`config.mk`:
```
export PLATFORM = sky130hd
export DESIGN_NAME = two_sensor_occupancy_counter_core_flat
export DESIGN_NICKNAME = d
export VERILOG_FILES = /design/src/rtl/tsoc_pkg.sv /design/src/rtl/tsoc_stream_if.sv /design/src/rtl/tsoc_poller.sv /design/src/rtl/tsoc_watcher.sv /design/src/rtl/two_sensor_occupancy_counter_core.sv /design/src/flat_wrapper.sv
export VERILOG_INCLUDE_DIRS = /design/src /design/src/rtl
export SDC_FILE = /design/constraint.sdc
export NUM_CORES = 1
export LEC_CHECK = 0
export BUFFER_PORTS_ARGS = -buffer_cell sky130_fd_sc_hd__buf_4
export CORE_MARGIN = 2
export CORE_UTILIZATION = 35
export CTS_BUF_LIST = sky130_fd_sc_hd__clkbuf_4
export DETAILED_ROUTE_END_ITERATION = 10
export MAX_ROUTING_LAYER = met4
export PLACE_DENSITY_LB_ADDON = 0.1
export SLEW_MARGIN = 20
export SYNTH_ARGS = -nofsm -noshare
export SYNTH_HDL_FRONTEND = slang
export SYNTH_SLANG_ARGS = --single-unit
```
`constraint.sdc`:
```
create_clock -name clk_i -period 3.9 [get_ports clk_i]
set_input_delay 0.78 -clock clk_i [delete_from_list [all_inputs] [get_ports clk_i]]
set_output_delay 0.78 -clock clk_i [all_outputs]
set_load 0.01 [all_outputs]
```
`src/rtl/assert_macros.svh`:
```
// Assertion macros used by the occupancy counter RTL.
`ifndef ASSERT_MACROS_SVH
`define ASSERT_MACROS_SVH

// Property that must hold at every clock edge outside of reset.
`define ASSERT_PROP(label, clk, rst_n, prop, msg) \
  label: assert property (@(posedge clk) disable iff (!rst_n) prop) else $error(msg);

// Condition that must never be true outside of reset.
`define ASSERT_NEVER(label, clk, rst_n, cond, msg) \
  `ASSERT_PROP(label, clk, rst_n, !(cond), msg)

`endif

```
`src/rtl/tsoc_pkg.sv`:
```
// Types and constants of the two-sensor occupancy counter.
package tsoc_pkg;

  // Configuration port geometry and register indexes.
  localparam int unsigned CfgIdxW  = 2;
  localparam int unsigned CfgDataW = 16;
  localparam logic [CfgIdxW-1:0] CfgEntryHold  = 2'd0;
  localparam logic [CfgIdxW-1:0] CfgExitHold   = 2'd1;
  localparam logic [CfgIdxW-1:0] CfgWatchWindow = 2'd2;

  // Register reset values.
  localparam logic [7:0]  EntryHoldRst   = 8'd40;
  localparam logic [7:0]  ExitHoldRst    = 8'd20;
  localparam logic [15:0] WatchWindowRst = 16'd400;

  // Upper bound of the occupant count; the 8-bit count also stops at 255.
  localparam int unsigned CountMax = 255;
  localparam logic [7:0] PeopleLimit = (CountMax < 255) ? 8'(CountMax) : 8'd255;

  typedef struct packed {
    logic sensor_door;
    logic sensor_room;
    logic enabled;
    logic step_watch;
    logic step_entry;
    logic step_exit;
  } in_item_t;

  typedef struct packed {
    logic [7:0] occupancy_count;
    logic       entry_pending;
    logic       exit_pending;
    logic       entry_locked;
    logic       exit_locked;
  } out_item_t;

  // Status of one polling machine as seen by the rest of the block.
  typedef struct packed {
    logic lock;
    logic pending;
  } poller_status_t;

endpackage

```
`src/rtl/tsoc_stream_if.sv`:
```
// Valid/ready channel carrying one payload item per transfer.
interface tsoc_stream_if #(
  parameter type payload_t = logic
);
  logic     valid;
  logic     ready;
  payload_t payload;

  modport source (output valid, output payload, input ready);
  modport sink (input valid, input payload, output ready);
endinterface

```
`src/rtl/tsoc_poller.sv`:
```
// Polling machine that detects one sensor, locks the other side and holds pending.
module tsoc_poller (
  input  logic                    clk_i,
  input  logic                    rst_ni,
  input  logic                    step_i,
  input  logic                    sense_i,
  input  logic                    other_lock_i,
  input  logic [7:0]              hold_i,
  output tsoc_pkg::poller_status_t status_o,
  output logic                    lock_next_o
);

  typedef enum logic [1:0] {
    PhInit     = 2'd0,
    PhPoll     = 2'd1,
    PhValidate = 2'd2,
    PhStop     = 2'd3
  } phase_e;

  phase_e     phase_q, phase_d;
  logic [7:0] timer_q, timer_d;
  logic       lock_q, lock_d;
  logic       pending_q, pending_d;

  always_comb begin
    phase_d   = phase_q;
    timer_d   = timer_q;
    lock_d    = lock_q;
    pending_d = pending_q;
    if (step_i) begin
      case (phase_q)
        PhInit: begin
          timer_d   = 8'd0;
          lock_d    = 1'b0;
          pending_d = 1'b0;
          phase_d   = PhPoll;
        end
        PhPoll: begin
          if (other_lock_i) begin
            phase_d = PhStop;
          end else if (sense_i) begin
            lock_d  = 1'b1;
            phase_d = PhValidate;
          end else begin
            phase_d = PhPoll;
          end
        end
        PhValidate: begin
          pending_d = 1'b1;
          if (timer_q < hold_i) begin
            timer_d = timer_q + 8'd1;
          end else begin
            timer_d   = 8'd0;
            pending_d = 1'b0;
            lock_d    = 1'b0;
            phase_d   = PhPoll;
          end
        end
        PhStop: begin
          phase_d = other_lock_i ? PhStop : PhPoll;
        end
        default: begin
          phase_d = PhInit;
        end
      endcase
    end
  end

  always_ff @(posedge clk_i or negedge rst_ni) begin
    if (!rst_ni) begin
      phase_q   <= PhInit;
      timer_q   <= 8'd0;
      lock_q    <= 1'b0;
      pending_q <= 1'b0;
    end else begin
      phase_q   <= phase_d;
      timer_q   <= timer_d;
      lock_q    <= lock_d;
      pending_q <= pending_d;
    end
  end

  assign status_o.lock    = lock_q;
  assign status_o.pending = pending_q;
  assign lock_next_o      = lock_d;

endmodule

```
`src/rtl/tsoc_watcher.sv`:
```
// Confirming machine that samples the opposite sensor and moves the occupant count.
module tsoc_watcher (
  input  logic                     clk_i,
  input  logic                     rst_ni,
  input  logic                     step_i,
  input  logic                     sensor_door_i,
  input  logic                     sensor_room_i,
  input  tsoc_pkg::poller_status_t entry_i,
  input  tsoc_pkg::poller_status_t exit_i,
  input  logic [15:0]              window_i,
  output logic [7:0]               people_o
);

  typedef enum logic [1:0] {
    WpInit = 2'd0,
    WpWait = 2'd1,
    WpDec  = 2'd2,
    WpInc  = 2'd3
  } watch_phase_e;

  watch_phase_e phase_q, phase_d;
  logic [15:0]  timer_q, timer_d;
  logic         hit_q, hit_d;
  logic [7:0]   people_q, people_d;
  logic         sample;

  assign sample = (phase_q == WpInc) ? sensor_room_i : sensor_door_i;

  always_comb begin
    phase_d  = phase_q;
    timer_d  = timer_q;
    hit_d    = hit_q;
    people_d = people_q;
    if (step_i) begin
      case (phase_q)
        WpInit: begin
          hit_d    = 1'b0;
          timer_d  = 16'd0;
          people_d = 8'd0;
          phase_d  = WpWait;
        end
        WpWait: begin
          if (entry_i.pending && !exit_i.pending) begin
            phase_d = WpInc;
          end else if (!entry_i.pending && exit_i.pending) begin
            phase_d = WpDec;
          end
        end
        WpDec, WpInc: begin
          if (timer_q < window_i) begin
            timer_d = timer_q + 16'd1;
            if (sample) begin
              hit_d = 1'b1;
            end
          end else begin
            timer_d = 16'd0;
            if (hit_q) begin
              if (phase_q == WpInc) begin
                if (people_q < tsoc_pkg::PeopleLimit) begin
                  people_d = people_q + 8'd1;
                end
              end else if (people_q != 8'd0) begin
                people_d = people_q - 8'd1;
              end
            end
            hit_d   = 1'b0;
            phase_d = WpWait;
          end
        end
        default: begin
          phase_d = WpInit;
        end
      endcase
    end
  end

  always_ff @(posedge clk_i or negedge rst_ni) begin
    if (!rst_ni) begin
      phase_q  <= WpInit;
      timer_q  <= 16'd0;
      hit_q    <= 1'b0;
      people_q <= 8'd0;
    end else begin
      phase_q  <= phase_d;
      timer_q  <= timer_d;
      hit_q    <= hit_d;
      people_q <= people_d;
    end
  end

  assign people_o = people_q;

endmodule

```
`src/rtl/two_sensor_occupancy_counter_core.sv`:
```
// Top level of the two-sensor occupancy counter: channels, configuration and sequencing.
// Path: a result is offered once its tick has passed the input register and then
//   the machine state registers, which double as the result register.
// Throughput: one item per cycle (single input register) while the sink is ready.
// Reset (rst_ni low, asynchronous): all machines return to their init phase, the count
//   clears, both channels go empty and the registers take 40, 20 and 400.
module two_sensor_occupancy_counter_core (
  input  logic                                  clk_i,
  input  logic                                  rst_ni,
  input  logic                                  cfg_we_i,
  input  logic [tsoc_pkg::CfgIdxW-1:0]          cfg_idx_i,
  input  logic [tsoc_pkg::CfgDataW-1:0]         cfg_data_i,
  tsoc_stream_if.sink                           item_i,
  tsoc_stream_if.source                         result_o
);

`include "assert_macros.svh"

  // Configuration registers. Writes land at once; the block is idle by contract.
  logic [7:0]  entry_hold_q;
  logic [7:0]  exit_hold_q;
  logic [15:0] watch_window_q;

  always_ff @(posedge clk_i or negedge rst_ni) begin
    if (!rst_ni) begin
      entry_hold_q   <= tsoc_pkg::EntryHoldRst;
      exit_hold_q    <= tsoc_pkg::ExitHoldRst;
      watch_window_q <= tsoc_pkg::WatchWindowRst;
    end else if (cfg_we_i) begin
      case (cfg_idx_i)
        tsoc_pkg::CfgEntryHold:   entry_hold_q   <= cfg_data_i[7:0];
        tsoc_pkg::CfgExitHold:    exit_hold_q    <= cfg_data_i[7:0];
        tsoc_pkg::CfgWatchWindow: watch_window_q <= cfg_data_i;
        default: ;
      endcase
    end
  end

  // Input register. The tick moves into the machines when the result slot is free
  // or is being emptied in the same cycle, so a new transfer can follow every cycle.
  tsoc_pkg::in_item_t in_q;
  logic               in_valid_q, in_valid_d;
  logic               out_valid_q, out_valid_d;
  logic               advance;
  logic               in_fire;

  assign advance     = in_valid_q && (!out_valid_q || result_o.ready);
  assign item_i.ready = !in_valid_q || advance;
  assign in_fire     = item_i.valid && item_i.ready;
  assign in_valid_d  = in_fire || (in_valid_q && !advance);
  assign out_valid_d = advance || (out_valid_q && !result_o.ready);

  always_ff @(posedge clk_i or negedge rst_ni) begin
    if (!rst_ni) begin
      in_valid_q  <= 1'b0;
      out_valid_q <= 1'b0;
    end else begin
      in_valid_q  <= in_valid_d;
      out_valid_q <= out_valid_d;
    end
  end

  always_ff @(posedge clk_i) begin
    if (in_fire) begin
      in_q <= item_i.payload;
    end
  end

  // Step enables for this tick. The watcher steps first and sees the pending flags
  // left by the previous tick; entry steps next against the exit lock as it was;
  // exit steps last against the entry lock that entry has just produced.
  logic                     watch_step;
  logic                     entry_step;
  logic                     exit_step;
  tsoc_pkg::poller_status_t entry_st;
  tsoc_pkg::poller_status_t exit_st;
  logic                     entry_lock_next;
  logic                     exit_lock_next;
  logic [7:0]               people;

  assign watch_step = advance && in_q.step_watch;
  assign entry_step = advance && in_q.enabled && in_q.step_entry;
  assign exit_step  = advance && in_q.enabled && in_q.step_exit;

  tsoc_watcher u_watcher (
    .clk_i         (clk_i),
    .rst_ni        (rst_ni),
    .step_i        (watch_step),
    .sensor_door_i (in_q.sensor_door),
    .sensor_room_i (in_q.sensor_room),
    .entry_i       (entry_st),
    .exit_i        (exit_st),
    .window_i      (watch_window_q),
    .people_o      (people)
  );

  tsoc_poller u_entry (
    .clk_i        (clk_i),
    .rst_ni       (rst_ni),
    .step_i       (entry_step),
    .sense_i      (in_q.sensor_door),
    .other_lock_i (exit_st.lock),
    .hold_i       (entry_hold_q),
    .status_o     (entry_st),
    .lock_next_o  (entry_lock_next)
  );

  tsoc_poller u_exit (
    .clk_i        (clk_i),
    .rst_ni       (rst_ni),
    .step_i       (exit_step),
    .sense_i      (in_q.sensor_room),
    .other_lock_i (entry_lock_next),
    .hold_i       (exit_hold_q),
    .status_o     (exit_st),
    .lock_next_o  (exit_lock_next)
  );

  // The machine state only changes when a tick moves into the result slot, so the
  // state registers hold the pending result steady while the sink stalls.
  assign result_o.valid                   = out_valid_q;
  assign result_o.payload.occupancy_count = people;
  assign result_o.payload.entry_pending   = entry_st.pending;
  assign result_o.payload.exit_pending    = exit_st.pending;
  assign result_o.payload.entry_locked    = entry_st.lock;
  assign result_o.payload.exit_locked     = exit_st.lock;

  // Only one side can hold the lock at a time, also across the same-tick ordering.
  `ASSERT_NEVER(a_locks_exclusive, clk_i, rst_ni, entry_lock_next && exit_lock_next, "both locks set")
  // A pending flag is only raised while its own lock is held.
  `ASSERT_PROP(a_pending_locked, clk_i, rst_ni, (!entry_st.pending || entry_st.lock) && (!exit_st.pending || exit_st.lock), "pending without lock")
  // The count moves only when a tick enters the result slot.
  `ASSERT_PROP(a_people_stable, clk_i, rst_ni, !advance |=> $stable(people), "count moved without a tick")
  // The count never passes its limit.
  `ASSERT_PROP(a_people_limit, clk_i, rst_ni, people <= tsoc_pkg::PeopleLimit, "count above limit")

endmodule

```
`src/flat_wrapper.sv`:
```
// flat-port wrapper written by rule: the top's interface ports become plain ports
module two_sensor_occupancy_counter_core_flat import tsoc_pkg::*;
  (clk_i, rst_ni, cfg_we_i, cfg_idx_i, cfg_data_i, item_i_valid, item_i_payload, item_i_ready, result_o_valid, result_o_payload, result_o_ready);
  tsoc_stream_if #(.payload_t(in_item_t)) item_i_i ();
  tsoc_stream_if #(.payload_t(out_item_t)) result_o_i ();
  input  logic clk_i;
  input  logic rst_ni;
  input  logic cfg_we_i;
  input  logic [tsoc_pkg::CfgIdxW-1:0] cfg_idx_i;
  input  logic [tsoc_pkg::CfgDataW-1:0] cfg_data_i;
  input wire logic [$bits(item_i_i.valid)-1:0] item_i_valid;
  input wire logic [$bits(item_i_i.payload)-1:0] item_i_payload;
  output wire logic [$bits(item_i_i.ready)-1:0] item_i_ready;
  output wire logic [$bits(result_o_i.valid)-1:0] result_o_valid;
  output wire logic [$bits(result_o_i.payload)-1:0] result_o_payload;
  input wire logic [$bits(result_o_i.ready)-1:0] result_o_ready;
  assign item_i_i.valid = item_i_valid;
  assign item_i_i.payload = item_i_payload;
  assign item_i_ready = item_i_i.ready;
  assign result_o_valid = result_o_i.valid;
  assign result_o_payload = result_o_i.payload;
  assign result_o_i.ready = result_o_ready;
  two_sensor_occupancy_counter_core u_core (.clk_i(clk_i), .rst_ni(rst_ni), .cfg_we_i(cfg_we_i), .cfg_idx_i(cfg_idx_i), .cfg_data_i(cfg_data_i), .item_i(item_i_i), .result_o(result_o_i));
endmodule
```
==> out/metrics.yaml <==
drc_errors: 0
grt_util_met3: 0.04167
yosysSeqAreaShare: 0.4622
wire_per_inst_um: 14.72
routed_wl_mm: 10.60
nFillCells: 1384
intPower_uw: 1802
post-dp-hpwl_mm: 7.841
setup_viol: 0
grt.met1_usage: 0.1847
grt.busiest_layer: "met2"
grt_pass1_vias: 3703
grt_pass1_wl_mm: 18.08
synth.distinct_cells: 53
io_buffers: 42
worst-setup-path-type: "reg -> reg"
dp_slack_ps: 1130
cts_resized: 0
syn_inst: 491
rsz0062_at_grt: "false"
ys.flop_type: "dfrtp_1"
syn-mean-instance-area_um2: 10.21
vias: 3614
ir_drop_v: 0.0001938
fp.coreArea_um2: 13930
fin_skew_ps: 16.96
die_w_um: 123.7
synth_edf_count: 6
start_util: 0.3596
track_usage: 0.1582
worstMarginPinSlew_ps: 867.8
clk_pin_slew_ps: 160
fin_crit_ps: 2453
hold_viol: 0
synth_seq_cells: 91
max_slew_margin: 0.4197
fin_crit_sh: 0.6290
htreeDepth: 3
die_h_um: 123.7
p_sw_uw: 1074
yosysWarnings: 0
synth_nets: 560
post-cts-setup-buffers: 0
slew_viol_final: 0
antenna_found_initial: 1
p_comb_frac: 0.347
max_cap_violations: 0
switching_share: 0.3734
fmax_mhz: 407.6
fin_ws_ps: 1447
grt_util_met2: 0.2703
cts_tree: "built"
synthesis.area_um2: 5011
cp_data_required_time_ps: 4330
cts.sinks: 91
tns_ps: 0
grt_max_degree: 80
p_clk_frac: 0.197
power.leakage_uw: 0.002671
cts_root_buf: "clkbuf_4"
drtIter0Drc: 156
gp_congestion: 0.7548
worstSkewPairLatency_ps: 470
area_growth_pct: 12.66
die-area_um2: 15290
synthArstFlopShare: 0.9341
ctsHoldBuffers: 0
layout-drive-gt1-share: 0.2004
rows: 43
clockBufferDepth: 2
status: "finished clean"
start_kind: "flop"
firstDrtPassIters: 4
arrival_ps: 2880
vias_per_cell: 5.019
min_path_type: "in -> async"
power_uw: 2876
p_per_area_nw_per_um2: 509.5
final_nets: 603
p_seq_frac: 0.455
gr-total-overflow: 0
io_pins: 43
ant_nets: 0
crit_path_end_kind: "flop"
crit_fanout: 12
cts_made_buffers: 9
-- logic make-up (layout without fill, tap and decap cells) --
kind of cell,after synthesis,after routing,share of synthesized area
muxes,29,29,0.06442
DFF,91,91,0.4622
xor gates and xnor gates,12,12,0.02097
and+or+nand+nor,155,155,0.1623
AOI/OAI and AO/OA,108,108,0.1401
adders and majority gates,40,40,0.1014
other,0,1,0
buffers and inverters,56,104,0.04869
-- final cells by class --
type                    instances  area [um^2]  share of cell area
multi-input cells             344         2451              0.4342
flip-flops and latches         91         2316              0.4102
repair buffers                 44        334.1             0.05918
well taps                     180        225.2             0.03989
inverters                      44        165.2             0.02926
clock inverters                 7        83.83             0.01485
clock buffers                   9        67.56             0.01197
diodes                          1        2.502           0.0004433
-- cell usage after synthesis, types with 2 or more instances --
master	n	area share
nand2b_1	17	0.021
nand3b_1	3	0.0045
and3_1	16	0.020
dfrtp_1	78	0.39
ha_1	39	0.097
xor2_1	10	0.017
nand2_1	49	0.037
a22o_1	8	0.014
o21ai_1	2	0.0020
o21a_1	2	0.0030
or3_1	3	0.0037
o211ai_1	2	0.0030
clkbuf_1	4	0.0030
buf_4	5	0.0075
o41ai_1	2	0.0035
mux2i_1	3	0.0060
nor4_1	3	0.0037
mux2_2	26	0.058
nand4_1	10	0.012
nor2_1	15	0.011
a21oi_1	21	0.021
o21ai_0	41	0.041
buf_6	2	0.0045
a21o_1	8	0.012
a211oi_2	2	0.0050
dfstp_2	7	0.037
nor2b_1	9	0.011
o31ai_1	9	0.013
a21oi_2	4	0.0070
inv_1	43	0.032
nand3_1	14	0.014
nor3_1	5	0.0050
edfxtp_1	6	0.036
nor2_2	2	0.0025
xnor2_1	2	0.0035
nor3b_1	2	0.0030
-- power groups by stage --
| stage | clock network, uW | registers, uW | logic, uW |
|---|---|---|---|
| floorplan | 0 | 1280 | 767 |
| global placement | 0 | 1330 | 984 |
| detailed placement | 0 | 1330 | 1010 |
| CTS | 599 | 1310 | 1020 |
| global route | 640 | 1340 | 1160 |
| finish | 567 | 1310 | 999 |
-- flip-flops by register name, indices dropped and copies added (netlist names), 2 cells and up --
register                   count
u_core.entry_hold_q            8
u_core.u_watcher.people_o      8
u_core.u_watcher.timer_q      16
u_core.u_watcher.phase_q       2
u_core.u_entry.timer_q         8
u_core.u_exit.timer_q          8
u_core.u_entry.phase_q         2
u_core.u_exit.phase_q          2
u_core.in_q                    6
u_core.exit_hold_q             8
u_core.watch_window_q         16
-- critical path, cell delays in order, from the launching register on --
cell	delay [ps]
dfrtp_1	440
ha_1	320
a21o_1	180
a2111o_1	390
a41o_1	350
nor2_1	490
mux2_2	250
-- worst paths after layout --
path                                           startpoint                   endpoint  slack (ps)  cells after the start
max in group asynchronous                          rst_ni   u_core.watch_window_q[4]        2930                      2
worst max register to register  u_core.u_entry.timer_q[6]  u_core.u_entry.timer_q[0]        1450                      6
worst min-delay path                               rst_ni  u_core.watch_window_q[11]         310                      1
worst min register to register   u_core.watch_window_q[2]   u_core.watch_window_q[2]         530                      1
worst max-delay path            u_core.u_entry.timer_q[6]  u_core.u_entry.timer_q[0]        1450                      6
min in group clk_i                      item_i_payload[1]             u_core.in_q[1]         470                      1
-- layout by cell type (no fill, tap or decap), drive strengths merged, types with 5 or more instances in the layout --
cell type | synthesis | routed
o21ai | 43 | 43
nand3 | 15 | 15
a21oi | 25 | 25
nand4 | 10 | 10
and3 | 16 | 16
a22o | 8 | 8
a21o | 8 | 8
nand2 | 50 | 50
ha | 39 | 39
nor2b | 9 | 9
nand2b | 17 | 17
edfxtp | 6 | 6
buf | 8 | 44
clkbuf | 4 | 9
o31ai | 9 | 9
inv | 44 | 47
nor2 | 17 | 17
dfstp | 7 | 7
mux2 | 26 | 26
nor3 | 5 | 5
xor2 | 10 | 10
dfrtp | 78 | 78
-- metrics by stage --
step                      instances  hold slack, ps  utilization  instance area (um^2)
after global placement          703           492.1       0.3938                  5488
after global routing            720           355.8       0.4051                  5645
final                           720           313.1       0.4051                  5645
after CTS                       719           416.7       0.4047                  5639
after detailed placement        703           497.6       0.3938                  5488
after floorplan                 491           464.5            -                  5011
-- routing by layer --
layer,vias up,routed length [um]
met4,0,56
met3,4,342
met5,-,0
li1,1825,-
met1,1753,4775
met2,32,5423
Power figures use the tool's default switching activity.
